File: src/hw/rtl/aabbrt_pkg.sv
// Shared types and constants for the rigid-frame box bounds pipeline.
// Used by every module under hw/rtl; depends on nothing else.
`default_nettype none

package aabbrt_pkg;

    localparam int ROT_ENTRY_WIDTH = 18;
    localparam int ROW_WIDTH       = 3 * ROT_ENTRY_WIDTH;
    localparam int AXIS_COUNT      = 3;
    localparam int CFG_INDEX_WIDTH = 3;

    typedef enum logic [CFG_INDEX_WIDTH-1:0] {
        REG_ROT_ROW_X = 3'd0,
        REG_ROT_ROW_Y = 3'd1,
        REG_ROT_ROW_Z = 3'd2,
        REG_SHIFT_X   = 3'd3,
        REG_SHIFT_Y   = 3'd4,
        REG_SHIFT_Z   = 3'd5
    } cfg_reg_t;

    // Load strobes for the four register stages of the datapath.
    typedef struct packed {
        logic load1;
        logic load2;
        logic load3;
        logic load4;
    } pipe_ctrl_t;

endpackage

`default_nettype wire

File: src/hw/rtl/aabbrt_cfg_regs.sv
// Configuration register file: three rotation rows and the translation.
// Depends on aabbrt_pkg.
`default_nettype none

module aabbrt_cfg_regs
    import aabbrt_pkg::*;
#(
    parameter int COORD_WIDTH   = 32,
    parameter int ROT_FRAC_BITS = 16,
    parameter int DATA_WIDTH    = 54
)
(
    input  wire logic                          clk,
    input  wire logic                          rst_n,
    input  wire logic                          cfg_valid,
    output logic                               cfg_ready,
    input  wire logic [CFG_INDEX_WIDTH-1:0]    cfg_index,
    input  wire logic [DATA_WIDTH-1:0]         cfg_data,
    output logic [ROW_WIDTH-1:0]               rot_row [AXIS_COUNT],
    output logic signed [COORD_WIDTH-1:0]      shift [AXIS_COUNT]
);

    logic [ROW_WIDTH-1:0]          row_reg [AXIS_COUNT];
    logic signed [COORD_WIDTH-1:0] shift_reg [AXIS_COUNT];

    // Writes are always taken; an index beyond the list is dropped.
    assign cfg_ready = 1'b1;

    always_ff @(posedge clk or negedge rst_n)
    begin
        if (!rst_n)
        begin
            // Identity frame: a one on the diagonal of each row.
            row_reg[0]   <= ROW_WIDTH'(1) << ROT_FRAC_BITS;
            row_reg[1]   <= ROW_WIDTH'(1) << (ROT_FRAC_BITS + ROT_ENTRY_WIDTH);
            row_reg[2]   <= ROW_WIDTH'(1) << (ROT_FRAC_BITS + 2 * ROT_ENTRY_WIDTH);
            shift_reg[0] <= '0;
            shift_reg[1] <= '0;
            shift_reg[2] <= '0;
        end
        else if (cfg_valid && cfg_ready)
        begin
            unique case (cfg_reg_t'(cfg_index))
                REG_ROT_ROW_X: row_reg[0]   <= cfg_data[ROW_WIDTH-1:0];
                REG_ROT_ROW_Y: row_reg[1]   <= cfg_data[ROW_WIDTH-1:0];
                REG_ROT_ROW_Z: row_reg[2]   <= cfg_data[ROW_WIDTH-1:0];
                REG_SHIFT_X:   shift_reg[0] <= $signed(cfg_data[COORD_WIDTH-1:0]);
                REG_SHIFT_Y:   shift_reg[1] <= $signed(cfg_data[COORD_WIDTH-1:0]);
                REG_SHIFT_Z:   shift_reg[2] <= $signed(cfg_data[COORD_WIDTH-1:0]);
                default:
                begin
                end
            endcase
        end
    end

    assign rot_row   = row_reg;
    assign shift     = shift_reg;

endmodule

`default_nettype wire

File: config.mk
export PLATFORM = sky130hd
export DESIGN_NAME = aabbrt_cfg_regs
export DESIGN_NICKNAME = d
export VERILOG_FILES = /design/src/hw/rtl/aabbrt_pkg.sv /design/src/hw/rtl/aabbrt_cfg_regs.sv
export SDC_FILE = /design/constraint.sdc
export NUM_CORES = 1
export LEC_CHECK = 0
export BUFFER_PORTS_ARGS = -buffer_cell sky130_fd_sc_hd__buf_2
export CORE_ASPECT_RATIO = 1.4
export CORE_MARGIN = 5
export CORE_UTILIZATION = 45
export CTS_CLUSTER_SIZE = 20
export DETAILED_ROUTE_END_ITERATION = 7
export PLACE_DENSITY = 0.8
export SKIP_LAST_GASP = 1
export SLEW_MARGIN = 20
export SYNTH_ARGS = -nofsm -noshare
export SYNTH_HDL_FRONTEND = slang
export SYNTH_SLANG_ARGS = --single-unit
File: constraint.sdc
create_clock -name clk -period 2.2 [get_ports clk]
set_input_delay 0 -clock clk [delete_from_list [all_inputs] [get_ports clk]]
set_output_delay 0 -clock clk [all_outputs]
set_load 0.01 [all_outputs]
== Word level (Yosys, flattened, before mapping) ==
Index checks and enable logic that the tools add are counted.

* Add/sub/neg operators: 0
* Multipliers: 0
* Shift operators: 0
* Muxes and demuxes: 0
* $lt $le $gt $ge: 0
* Divide/modulo/power cells: 0
* Reduce and logical (&&, ||, !) cells: 7
* Bitwise gates (word level): 0
* Equality and inequality tests: 5

{| class="wikitable"
|+ Operator list
! operator !! count
|-
| AND reduction 2 bit || 6
|-
| == test 3 x 2 -> 1 bit (second input constant) || 2
|-
| == test 3 bit (second input constant) || 2
|-
| == test 3 x 1 -> 1 bit (second input constant) || 1
|-
| zero test 3 bit || 1
|}

* Bits of input ports: 60
* Memories kept: 0
* Output and inout port bits: 259
* RAM bits: 0
* Bits in read-only memories: 0
* Flip-flop bits (word level): 258
* Logic and storage cells: 18
* Bits in latches: 0

== Depth between registers and ports, before layout ==
* Depth in word-level cells: 2
* Depth in mapped cells: 4
* Mapped depth without buffers: 2

== Worst setup path after synthesis ==
No wires, ideal clock.

* Kind: input-to-reg
* Start: in cfg_index[0]
* End: reg row_reg (netlist bit rot_row[109])
* Library setup time: 0.125 ns
* Path buffers: 2
* Arrival time: 0.913 ns
* Stages: 4
* Slack: 1.162 ns
* Required time: 2.075 ns
* Path through: nor4b_2 buf_4 buf_6 mux2_2

* Cells in the longest elaborated chain, start to end: 2

{| class="wikitable"
|+ Ends and longest elaborated chain
! item !! RTL line !! source
|-
| start: declaration || aabbrt_cfg_regs.sv:17 || <nowiki>input wire logic [CFG_INDEX_WIDTH-1:0] cfg_index,</nowiki>
|-
| zero test 3 bit || aabbrt_cfg_regs.sv:43 || <nowiki>unique case (cfg_reg_t'(cfg_index))</nowiki>
|-
| AND reduction 2 bit (no source line) || -- ||
|-
| end: declaration || aabbrt_cfg_regs.sv:23 || <nowiki>logic [ROW_WIDTH-1:0] row_reg [AXIS_COUNT];</nowiki>
|}

Every way passes these cells.
A chain may end at the register's enable or synchronous reset.

== Final worst setup path ==
* Start: reg row_reg (netlist bit rot_row[52])
* End: out rot_row[52] (netlist name)

{| class="wikitable"
|+ RTL lines
! item !! RTL line !! source
|-
| end: declaration || aabbrt_cfg_regs.sv:19 || <nowiki>output logic [ROW_WIDTH-1:0] rot_row [AXIS_COUNT],</nowiki>
|}

No word-level cell between the ends.

==> implementation parameters <==
Parameter                              Value

Run status
  Run status    finished with violations
  Violations in the final reports    hold timing

Setup path
  CP required    2.20 ns
  Crit path capture type    primary output
  CP Max Fanout    2
  Cells traversed along the worst timing path    buf_2
  End of the worst register-to-register path    rot_row[71]$_DFFE_PN0P_
  Launching point of the worst reg2reg path    rot_row[71]$_DFFE_PN0P_
  Type of the worst setup path    register to primary output
  Critical path's largest stage delay    0.53 ns
  Worst EP arrival    1.19 ns
  R2R cell count    1
  Reg2reg setup slack    1.40 ns
  Top Family by Delay on Critical Path    flip-flops
  Sort of element at the start of the critical path    register
  Slowest CP cell    dfstp_2
  Buf/Inv on CP    1

Detailed routing
  Length of the first detailed-routing pass in iterations    5
  Vias per cell    4.916
  Count of antenna-violating nets left after detailed routing    0
  Routed len/inst    19.96 µm
  Remaining DRCs    0
  Final wirelength    25050 µm
  DR iter-0 viols    192
  Via count    6170

Layout
  Area Growth Syn to Fin    33.06%
  Post-Layout Inst Area    13430 µm²
  Number of flip-flops in the largest register    162
  Total number of nets in the final design    999
  Commonest non-fill, non-tap cell in the layout    buf_2
  Commonest cells after routing, fill and taps aside    buf_2, dfrtp_1, mux2_2
  Count of non-filler cells in the finished layout    1255
  Share of layout cells above drive strength 1    64.58%

STA
  Time the worst path needs with I/O delays and setup    1.189 ns
  Final period utilization    54.05%
  Worst Skew    0 ns
  Worst hold slack after final layout    -0.004456 ns
  Post-Route Setup TNS    0 ns
  Remaining max-slew budget at the tightest pin    62.15%
  Endpoints failing setup    0
  Setup repair after global routing missed its margin    no
  Worst Max-Slew Pin Slew    0.5677 ns
  Final Slew Violations    0
  Final-report hold violation count    3
  Maximum clock frequency    841.0 MHz

CTS
  CTS tree    yes
  Clock H-tree levels    1
  Clock insertion delay at the later pin of the skew report    0.50 ns
  Total of cells resized after clock tree synthesis    0
  Sink Count    258
  CTS Root Cell    clkbuf_16
  Post-CTS setup buffer count    0
  CTS Buf Count    25
  Clock-pin transition on the worst setup and hold timing paths    0.07 ns
  Clock buffer depth    3
  CTS Hold Bufs    55

Yosys
  Share of the synthesized area in the top cell type    63.24%
  Yosys warns    0
  Largest area contributor in the synthesized netlist    dfrtp_1
  Synthesized Nets    612
  Sequential share of the synthesized area    64.03%
  Cells after synthesis    552
  Cell area after technology mapping    10090 µm²
  Number of different library cells in the post-synthesis netlist    12
  Flip-flop and latch count after synthesis    258
  Leading cell types by total area after synthesis    dfrtp_1, mux2_2, mux2_4
  Avg Synthesized Cell Area    18.28 µm²

Floorplan
  Vertical die dimension    187.2 µm
  Top Ports    319
  Std cell rows    64
  Core outline area    21940 µm²
  Starting density of the core    45.99%
  Horizontal die dimension    136.6 µm
  Die Footprint    25560 µm²

Placement
  Estimated wirelength of the detail-placed design    16820 µm
  DP Cell Count    1154
  Weighted congestion reported at the end of routability-driven placement    0.7475
  PortBufs    317
  Cell area after placement    12010 µm²

Hold path
  Worst hold path type    primary input to async pin

Power
  Power per unit of standard cell area    1058 nW/µm²
  Total power    14200 µW
  Worst ir drop on vdd    785.3 µV
  Static Leak    0.006512 µW

GRT
  Remaining global-route overflow    0
  Global routing usage summed across all routing layers    19.29%
  Global-route wire length before repair    39140 µm
  Number of antenna violations at the first check in global routing    1
  Pin count of the biggest net entering global routing    59
  Number of global-route vias before repair    6827

Run
  Number of max-capacitance violations reported    0
layout make-up:
| cell class | count | area (µm²) |
|---|---|---|
| Fill cell | 1625 | 8516 |
| Sequential cell | 258 | 6460 |
| Multi-Input combinational cell | 265 | 3371 |
| Timing Repair Buffer | 389 | 2362 |
| Clock buffer | 29 | 660.6 |
| Tap cell | 297 | 371.6 |
| Clock inverter | 16 | 197.7 |
| Antenna cell | 1 | 2.502 |
routing by layer:
| metal | routed length [µm] | GRT usage [%] |
|---|---|---|
| met1 | 9844 | 23.60 |
| met4 | 939 | 7.409 |
| met2 | 12820 | 33.41 |
| met5 | 0 | 0 |
| met3 | 1449 | 3.660 |
through the flow:
| stage | worst slack (ns) | utilization, % |
|---|---|---|
| 2_1_floorplan | 1.162 | - |
| 6_report | 1.011 | 61.19 |
| 4_1_cts | 0.9874 | 61.18 |
| 3_3_place_gp | 0.7149 | 54.76 |
| 5_1_grt | 0.9901 | 61.19 |
| 3_5_place_dp | 0.6786 | 54.76 |
synthesized netlist by cell type (all sizes together):
cell type  count
and4bb         3
buf           29
conb           1
dfrtp        255
dfstp          3
mux2         258
nand4b         2
nor4b          1
logic make-up after synthesis:
group         share of synthesized area, %
mux                                  32.51
flops                                64.03
buf+inv                              2.728
simple gates                        0.6945
other cells                        0.03717
worst max path at each step:
stage	slack [ns]	start	cells after the start	to
2_1_floorplan	1.16	cfg_index[0]	4	rot_row[109]$_DFFE_PN0P_
3_3_place_gp	0.71	cfg_index[2]	4	rot_row[107]$_DFFE_PN0P_
3_5_place_dp	0.68	cfg_index[0]	4	rot_row[109]$_DFFE_PN0P_
4_1_cts	0.99	rot_row[52]$_DFFE_PN1P_	1	rot_row[52]
5_1_grt	0.99	rot_row[52]$_DFFE_PN1P_	1	rot_row[52]
6_report	1.01	rot_row[52]$_DFFE_PN1P_	1	rot_row[52]
where the power goes:
group / total [µW] / leakage, µW / switching (µW) / internal, µW
combinational: 3400 / 0.00302 / 1590 / 1810
sequential: 6360 / 0.00309 / 562 / 5800
clock: 4430 / 0.000402 / 1800 / 2630
total: 14200 / 0.00651 / 3960 / 10200
No activity file was read; power rests on OpenSTA's default activity.
